[config.mk]
export PLATFORM = sky130hd
export DESIGN_NAME = quoted_argument_splitter
export DESIGN_NICKNAME = d
export VERILOG_FILES = /design/src/hw/rtl/qas_pkg.sv /design/src/hw/rtl/qas_step.sv /design/src/hw/rtl/qas_out_queue.sv /design/src/hw/rtl/quoted_argument_splitter.sv
export VERILOG_INCLUDE_DIRS = /design/src /design/src/hw/rtl
export SDC_FILE = /design/constraint.sdc
export NUM_CORES = 1
export LEC_CHECK = 0
export ABC_AREA = 1
export BUFFER_PORTS_ARGS = -buffer_cell sky130_fd_sc_hd__buf_2
export CORE_ASPECT_RATIO = 0.9
export CORE_MARGIN = 5
export CORE_UTILIZATION = 25
export DETAILED_ROUTE_END_ITERATION = 8
export PLACE_DENSITY_LB_ADDON = 0.12
export SYNTH_ARGS = -nofsm -noshare
export SYNTH_HDL_FRONTEND = slang
export SYNTH_SLANG_ARGS = --single-unit
[constraint.sdc]
create_clock -name clk -period 24.6 [get_ports clk]
set_input_delay 4.92 -clock clk [delete_from_list [all_inputs] [get_ports clk]]
set_output_delay 4.92 -clock clk [all_outputs]
set_load 0.01 [all_outputs]
[src/hw/rtl/quoted_argument_splitter_macros.svh]
// Assertion macros shared by the quoted argument splitter RTL.
`ifndef QUOTED_ARGUMENT_SPLITTER_MACROS_SVH
`define QUOTED_ARGUMENT_SPLITTER_MACROS_SVH

`ifndef SYNTH

// Check a property on every rising edge, skipping cycles in reset.
`define QAS_ASSERT(name, clk, rst, prop) \
  name: assert property (@(posedge clk) disable iff (rst) prop) \
    else $error("qas assertion failed");

// Check a property on every rising edge, reset included.
`define QAS_ASSERT_ALWAYS(name, clk, prop) \
  name: assert property (@(posedge clk) prop) \
    else $error("qas assertion failed");

`else

`define QAS_ASSERT(name, clk, rst, prop)

`define QAS_ASSERT_ALWAYS(name, clk, prop)

`endif

`endif

[src/hw/rtl/qas_pkg.sv]
// Types and constants of the quoted argument splitter.
package qas_pkg;

  localparam int MaxResults = 4;

  localparam logic [7:0] CH_BSL = 8'h5C;
  localparam logic [7:0] CH_DQ  = 8'h22;
  localparam logic [7:0] CH_SQ  = 8'h27;
  localparam logic [7:0] CH_SP  = 8'h20;
  localparam logic [7:0] CH_TAB = 8'h09;
  localparam logic [7:0] CH_CR  = 8'h0D;

  localparam logic [7:0] MAX_ARGS_RESET = 8'd64;

  typedef enum logic [2:0] {
    KIND_BYTE = 3'd0,
    KIND_END  = 3'd1,
    KIND_OK   = 3'd2,
    KIND_UNDQ = 3'd3,
    KIND_UNSQ = 3'd4,
    KIND_MANY = 3'd5
  } kind_t;

  typedef struct packed {
    kind_t      kind;
    logic [7:0] data;
    logic [7:0] cnt;
  } result_t;

  // All results caused by one input byte.
  typedef struct packed {
    logic [2:0]                n;
    result_t [MaxResults-1:0] res;
  } bundle_t;

  // Per-line parse state.
  typedef struct packed {
    logic       in_single;
    logic       in_double;
    logic       escape_next;
    logic       in_argument;
    logic [7:0] held_byte;
    logic       held_valid;
    logic [7:0] count;
    logic       overflowed;
  } state_t;

endpackage

[src/hw/rtl/qas_step.sv]
// Per-byte parse step: next state and the results one byte causes.
module qas_step
  import qas_pkg::*;
(
  input  state_t     state,
  input  logic [7:0] max_args,
  input  logic [7:0] ch,
  input  logic       end_of_line,
  output state_t     state_next,
  output bundle_t    bundle
);

  always_comb begin
    state_t     st;
    bundle_t    bd;
    logic       ws;
    logic       do_write;
    logic       same;
    logic       other;
    kind_t      status;

    st       = state;
    bd       = '0;
    ws       = (ch == CH_SP) || ((ch >= CH_TAB) && (ch <= CH_CR));
    do_write = 1'b0;
    same     = 1'b0;
    other    = 1'b0;
    status   = KIND_OK;

    if (st.overflowed || (st.count > max_args)) begin
      // discard the rest of the line
      st.overflowed = 1'b1;
    end else if (ws && !st.escape_next && !st.in_single && !st.in_double) begin
      if (st.in_argument) begin
        if (st.held_valid) begin
          bd.res[bd.n[1:0]] = '{kind: KIND_BYTE, data: st.held_byte, cnt: st.count};
          bd.n = bd.n + 3'd1;
          st.held_valid = 1'b0;
        end
        bd.res[bd.n[1:0]] = '{kind: KIND_END, data: 8'd0, cnt: st.count};
        bd.n = bd.n + 3'd1;
        st.in_argument = 1'b0;
      end
    end else begin
      do_write = 1'b1;
      if (!st.escape_next) begin
        if (ch == CH_BSL) begin
          if (!st.in_single && !st.in_double) begin
            st.escape_next = 1'b1;
            do_write       = 1'b0;
          end
        end else if ((ch == CH_DQ) || (ch == CH_SQ)) begin
          same  = (ch == CH_DQ) ? st.in_double : st.in_single;
          other = (ch == CH_DQ) ? st.in_single : st.in_double;
          if (!other) begin
            if (same && st.held_valid) begin
              // retract the held backslash, keep the quote
              st.held_valid = 1'b0;
            end else begin
              do_write = 1'b0;
              if (ch == CH_DQ) begin
                st.in_double = !st.in_double;
              end else begin
                st.in_single = !st.in_single;
              end
              if (!st.in_argument) begin
                st.in_argument = 1'b1;
                if (st.count == 8'hFF) begin
                  st.overflowed = 1'b1;
                end else begin
                  st.count = st.count + 8'd1;
                end
              end
            end
          end
        end
      end
      if (do_write) begin
        st.escape_next = 1'b0;
        if (!st.in_argument) begin
          st.in_argument = 1'b1;
          if (st.count == 8'hFF) begin
            st.overflowed = 1'b1;
          end else begin
            st.count = st.count + 8'd1;
          end
        end
        if (st.held_valid) begin
          bd.res[bd.n[1:0]] = '{kind: KIND_BYTE, data: st.held_byte, cnt: st.count};
          bd.n = bd.n + 3'd1;
          st.held_valid = 1'b0;
        end
        if (ch == CH_BSL) begin
          st.held_byte  = ch;
          st.held_valid = 1'b1;
        end else begin
          bd.res[bd.n[1:0]] = '{kind: KIND_BYTE, data: ch, cnt: st.count};
          bd.n = bd.n + 3'd1;
        end
      end
    end

    if (end_of_line) begin
      if (st.held_valid) begin
        bd.res[bd.n[1:0]] = '{kind: KIND_BYTE, data: st.held_byte, cnt: st.count};
        bd.n = bd.n + 3'd1;
      end
      if (st.in_argument) begin
        bd.res[bd.n[1:0]] = '{kind: KIND_END, data: 8'd0, cnt: st.count};
        bd.n = bd.n + 3'd1;
      end
      if (st.overflowed || (st.count > max_args)) begin
        status = KIND_MANY;
      end else if (st.in_double) begin
        status = KIND_UNDQ;
      end else if (st.in_single) begin
        status = KIND_UNSQ;
      end else begin
        status = KIND_OK;
      end
      bd.res[bd.n[1:0]] = '{kind: status, data: 8'd0, cnt: st.count};
      bd.n = bd.n + 3'd1;
      st = '0;
    end

    state_next = st;
    bundle     = bd;
  end

endmodule

[src/hw/rtl/qas_out_queue.sv]
// Two-deep queue of result bundles, drained one result per transfer.
`include "quoted_argument_splitter_macros.svh"

module qas_out_queue
  import qas_pkg::*;
(
  input  logic       clk,
  input  logic       rst,
  input  logic       push,
  input  bundle_t    push_bundle,
  output logic       room,
  output logic       out_valid,
  input  logic       out_ready,
  output logic [2:0] kind,
  output logic [7:0] data,
  output logic [7:0] arg_count,
  output logic       last
);

  bundle_t    mem [2];
  logic       wr_ptr;
  logic       rd_ptr;
  logic [1:0] fill;
  logic [1:0] idx;
  bundle_t    head;
  result_t    cur;
  logic       head_last;
  logic       pop;

  assign head      = mem[rd_ptr];
  assign cur       = head.res[idx];
  assign head_last = ({1'b0, idx} == (head.n - 3'd1));
  assign out_valid = (fill != 2'd0);
  assign pop       = out_valid && out_ready && head_last;
  assign room      = (fill != 2'd2);

  assign kind      = cur.kind;
  assign data      = cur.data;
  assign arg_count = cur.cnt;
  assign last      = head_last;

  always_ff @(posedge clk) begin
    if (push) begin
      mem[wr_ptr] <= push_bundle;
    end
  end

  always_ff @(posedge clk) begin
    if (rst) begin
      wr_ptr <= 1'b0;
      rd_ptr <= 1'b0;
      fill   <= 2'd0;
      idx    <= 2'd0;
    end else begin
      if (push) begin
        wr_ptr <= !wr_ptr;
      end
      if (pop) begin
        rd_ptr <= !rd_ptr;
        idx    <= 2'd0;
      end else if (out_valid && out_ready) begin
        idx <= idx + 2'd1;
      end
      case ({push, pop})
        2'b10:   fill <= fill + 2'd1;
        2'b01:   fill <= fill - 2'd1;
        default: fill <= fill;
      endcase
    end
  end

  `QAS_ASSERT(a_fill_bound, clk, rst, fill != 2'd3)
  `QAS_ASSERT(a_idx_in_bundle, clk, rst, out_valid |-> ({1'b0, idx} < head.n))
  `QAS_ASSERT(a_push_shows, clk, rst, (push && (fill == 2'd0)) |=> out_valid)
  `QAS_ASSERT(a_no_push_full, clk, rst, (fill == 2'd2) |-> !push)

endmodule

[src/hw/rtl/quoted_argument_splitter.sv]
// Top level of the quoted argument splitter: state, config register, result queue.
//
//   channel | signals                         | direction | payload
//   --------+---------------------------------+-----------+------------------------------
//   in      | in_valid / in_ready             | into      | ch, end_of_line
//   out     | out_valid / out_ready           | out of    | kind, data, arg_count, last
//   cfg     | cfg_valid / cfg_ready           | into      | cfg_data (max_args)
//
// One input byte is taken per cycle while in_ready is high; its parse step is a
// single combinational pass from the state registers into a two-deep queue of
// result bundles. Each byte gives zero to four results, and the output side
// drains one result per transfer, so with out_ready high the sustained rate is
// one byte per cycle when each byte makes at most one result, lower otherwise.
// Synchronous reset clears the parse state and the queue and loads max_args
// with 64. in_ready depends only on queue fill, not on out_ready; a stall at
// the output holds the current result and fills the queue, then drops in_ready.
`include "quoted_argument_splitter_macros.svh"

module quoted_argument_splitter
  import qas_pkg::*;
(
  input  logic       clk,
  input  logic       rst,
  input  logic       in_valid,
  output logic       in_ready,
  input  logic [7:0] ch,
  input  logic       end_of_line,
  output logic       out_valid,
  input  logic       out_ready,
  output logic [2:0] kind,
  output logic [7:0] data,
  output logic [7:0] arg_count,
  output logic       last,
  input  logic       cfg_valid,
  output logic       cfg_ready,
  input  logic [7:0] cfg_data
);

  state_t     state;
  state_t     state_next;
  bundle_t    bundle;
  logic [7:0] max_args;
  logic       room;
  logic       in_xfer;

  // Accept whenever the queue has a free bundle slot.
  assign in_ready  = room;
  assign in_xfer   = in_valid && in_ready;
  assign cfg_ready = 1'b1;

  qas_step u_step (
    .state       (state),
    .max_args    (max_args),
    .ch          (ch),
    .end_of_line (end_of_line),
    .state_next  (state_next),
    .bundle      (bundle)
  );

  // Push only bytes that produce results; silent bytes just advance state.
  qas_out_queue u_queue (
    .clk         (clk),
    .rst         (rst),
    .push        (in_xfer && (bundle.n != 3'd0)),
    .push_bundle (bundle),
    .room        (room),
    .out_valid   (out_valid),
    .out_ready   (out_ready),
    .kind        (kind),
    .data        (data),
    .arg_count   (arg_count),
    .last        (last)
  );

  always_ff @(posedge clk) begin
    if (rst) begin
      state    <= '0;
      max_args <= MAX_ARGS_RESET;
    end else begin
      if (in_xfer) begin
        state <= state_next;
      end
      if (cfg_valid && cfg_ready) begin
        max_args <= cfg_data;
      end
    end
  end

  `QAS_ASSERT(a_eol_clears, clk, rst, (in_xfer && end_of_line) |=> (state == '0))
  `QAS_ASSERT(a_eol_reports, clk, rst, (in_xfer && end_of_line) |-> (bundle.n != 3'd0))
  `QAS_ASSERT(a_idle_holds, clk, rst, !in_xfer |=> $stable(state))

endmodule

==> impl_summary.md <==
Outcome
The run finished with clean final reports.

Floorplan
Pin placement for this block handled between 40 and 50 I/O pins. In this run the horizontal extent of the chip is 230 µm. For this configuration, the core starts out at a cell density of 0.253. From bottom edge to top edge, the die measures approximately 210 µm. The core region is approximately 43,000 µm². The area of the die is ~48,000 µm².

The initialized floorplan defines 72 standard-cell rows.

Logic synthesis
The cell count after synthesis came out at around 1,300. After synthesis, the share of flip-flops with an asynchronous set or reset is 0. Of the total synthesized cell area, the portion taken by XOR and XNOR cells is 0.00482. The post-synthesis instance area is approximately 11,000 µm². The dominant combinational cell family by area after synthesis is simple AND/OR/NAND/NOR gates. The net count of the mapped netlist is approximately 1,300. The basic-gate share of the synthesized area counting and, or, nand and nor cells is 0.249. Yosys mapped a number of flops with a built-in enable equal to approximately 160. The adder-cell share of the synthesized area is 0.0378. The number of unique standard cell types used by synthesis is ~50. The share of the Yosys chip area taken by registers is 0.503. The post-synthesis average cell area is ~8.6 µm². The most used flip-flop cell after synthesis is edfxtp_1. The mux cell area share after synthesis is 0.00275. Counting flops and latches in the post-synthesis netlist gives 195.

The count of synthesis-stage warnings from yosys is 0. The share of the synthesized area in compound gates (AO/OA/AOI/OAI) is 0.139.

Worst hold path
The worst hold path terminates at state[0]$_SDFFE_PP0P_. The hold-critical path depth is 2. The worst hold path belongs to the class flop to flop. The start point of the worst min-delay path is state[0]$_SDFFE_PP0P_.

Placed design
The congestion estimate from routability-driven global placement came to approximately 0.87. Detailed placement finished with a half-perimeter wire length of 24.3 mm. During placement, the flow inserted port buffers numbering 43. Summing all placed instances gives a cell area of around 12,000 µm².

Worst setup path
STA classifies the critical path endpoint as a flop. The required time of the critical path is roughly 25,000 ps. The critical path arrival is roughly 11,000 ps. The worst register-to-register path has a depth of 29.

Counting stages on the worst path, the most repeated cell is nand2_1. The terminus of the critical flop-to-flop path is u_queue.mem[0][64]$_DFFE_PP_. The largest individual stage delay along the critical path comes from the cell buf_4.

The critical path start-end classification is input port to flop. Along the worst path, the maximum fanout reaches between 60 and 70. The worst setup path is launched from an input port. The register-to-register setup slack is between 15,000 and 20,000 ps. The maximum cell stage delay along the critical path is roughly 790 ps. The worst register-to-register path begins at state[2]$_SDFFE_PP0P_.

Timing
On the final layout, the worst clock skew is 11.4 ps. The total setup violations reported at the end of the flow is 0. The total count of max-transition violations in the final report is 0. After layout, the minimum clock period comes to roughly 10,000 ps. The post-route fraction of the period consumed by the critical path is 0.424.

Setup repair after global routing left no endpoint under its margin. At the pin with the least slew margin, the transition time is about 1100 ps. The total count of hold-check failures in the final report came to 0. The setup TNS is 0 ps. Headroom to the max-slew limit came out at 0.256.

The highest clock frequency the design can meet is around 96 MHz.

Global route
The pin count of the biggest net entering global routing is 77. The via count of the first global-routing pass came to around 8,400. In the global route stage, overall resource usage came out at 0.144. The number of antenna violations at the first check in global routing is 3. The first global-routing pass estimated about 53 mm of wire. The leftover overflow at the end of global routing is 0.

Detailed routing
For this block, the initial DRC count from the detailed router was 592. The detailed router placed between 8,000 and 9,000 vias in this run. In the final routed layout, each cell accounts on average for 18.6 µm.

The via density per instance is between 4 and 5. The routed wire length is between 30 and 40 mm. Once detail routing completed, the nets flagged for antenna violations numbered 0. For this run, the detailed router's first-pass iteration total came to 5. The DRC violations left is 0.

Flow run
The count of max-cap constraint violations is 0.

Power
The total power per unit cell area is 71.3 nW/µm². Summed over all cells, the static leakage comes to 4.84 nW. Across the VDD grid, the largest voltage drop is 0.0449 mV.

Layout
Compared with the post-synthesis result, the final layout area differs by 12.5%. The leading cell type in the layout, fill and taps excluded is nor2_1. With fillers left out, the area of the finished cells amounts to 12,300 µm².

Once layout is complete, the utilization of the core stands at 0.285. The fraction of layout cells with a size suffix above 1 is 0.146. The layout net count is approximately 1,300. The library cells used most frequently in the layout, excluding fill and tap cells, are nor2_1, nand2_1, edfxtp_1, o21ai_0, inv_1.

Clock tree
The total CTS buffers is 17. Buffers inserted to repair hold after CTS numbered 0. The source-to-sink clock delay at the later pin of the worst-skew pair is approximately 460 ps. CTS placed an instance of clkbuf_16 at the clock tree root.

The number of gates resized after CTS was 0. The number of setup buffers added after CTS is 0. Clock-pin slew was measured on the worst setup and hold paths at ~70 ps. TritonCTS built the clock tree. In this run the number of H-tree levels came out at 4. Counting along the longest clock path gives a buffer depth of 2.

Clock tree synthesis found a total of between 150 and 200 sinks.
==> routing by layer <==
layer	share of wire	track usage
met1	0.49	0.206
met2	0.44	0.218
met4	0.021	0.0400
met3	0.048	0.0333
met5	0.00087	0
==> report_power, final <==
| group | switching, mW | total, mW | internal, mW |
|---|---|---|---|
| Clock | 0.134 | 0.279 | 0.145 |
| Combinational | 0.137 | 0.192 | 0.0547 |
| Sequential | 0.00824 | 0.405 | 0.397 |
| Total | 0.279 | 0.876 | 0.597 |
==> worst max-delay path: cells and delay by family <==
family / cells / cell delay [ps]
AND/OR/NAND/NOR: 17 / 2470
buffers and inverters: 7 / 1280
adder cells (fa/ha/maj): 4 / 1000
AO/OA/AOI/OAI: 2 / 700
==> registers in the layout, indices dropped and copies added (netlist names), named ones only <==
| name | cells |
|---|---|
| u_queue.mem | 158 |
| state | 22 |
| max_args | 8 |
| u_queue.fill | 2 |
| u_queue.idx | 2 |
| u_queue.rd_ptr | 1 |
| u_queue.wr_ptr | 1 |
==> worst max path at each step <==
stage / cells past startpoint / slack, ps / endpoint / start
2_1_floorplan: 27 / 12570 / u_queue.mem[0][0]$_DFFE_PP_ / ch[3]
3_3_place_gp: 30 / 13770 / u_queue.mem[0][3]$_DFFE_PP_ / ch[6]
3_5_place_dp: 30 / 13620 / u_queue.mem[0][3]$_DFFE_PP_ / ch[3]
4_1_cts: 30 / 14120 / u_queue.mem[0][53]$_DFFE_PP_ / ch[3]
5_1_grt: 30 / 13520 / u_queue.mem[0][8]$_DFFE_PP_ / ch[7]
6_report: 30 / 14160 / u_queue.mem[0][64]$_DFFE_PP_ / ch[4]
==> per-stage QoR <==
step | std cells | hold WS (ps) | total power, mW | setup WS [ps]
after floorplan | 1264 | 445 | 0.538 | 12570
after global placement | 1823 | 456 | 0.610 | 13770
after detailed placement | 1823 | 460 | 0.610 | 13620
after CTS | 1855 | 471 | 0.891 | 14120
after global routing | 1855 | 495 | 0.924 | 13520
final | 1856 | 474 | 0.876 | 14160
==> cell type report <==
type | count | area, µm²
clock buffers | 21 | 450
clock inverters | 11 | 123
repair buffers | 55 | 305
multi-input cells | 894 | 4740
inverters | 124 | 472
diodes | 1 | 2.50
well taps | 555 | 694
flip-flops and latches | 195 | 5490
fillers | 4604 | 30800
==> cell families after synthesis <==
group                      Yosys count
xor gates and xnor gates             6
and+or+nand+nor                    575
muxes                                3
other                                1
AOI/OAI and AO/OA                  276
buffers and inverters              175
adders and majority gates           33
DFF                                195
==> synth_stat cells (all sizes together) (4+ instances only) <==
| master | instances | area [µm²] |
|---|---|---|
| o22ai | 20 | 125 |
| edfxtp | 158 | 4740 |
| nor3 | 18 | 95.1 |
| o21ai | 160 | 823 |
| ha | 33 | 413 |
| nor2 | 229 | 977 |
| a211oi | 5 | 37.5 |
| clkbuf | 39 | 146 |
| nand3 | 64 | 390 |
| buf | 12 | 72.6 |
| nand2 | 241 | 1080 |
| a21oi | 62 | 333 |
| a31oi | 19 | 119 |
| dfxtp | 37 | 741 |
| nor4 | 4 | 31.3 |
| a22oi | 6 | 45.0 |
| inv | 122 | 460 |
| nand4 | 17 | 128 |
Power figures use the tool's default switching activity.
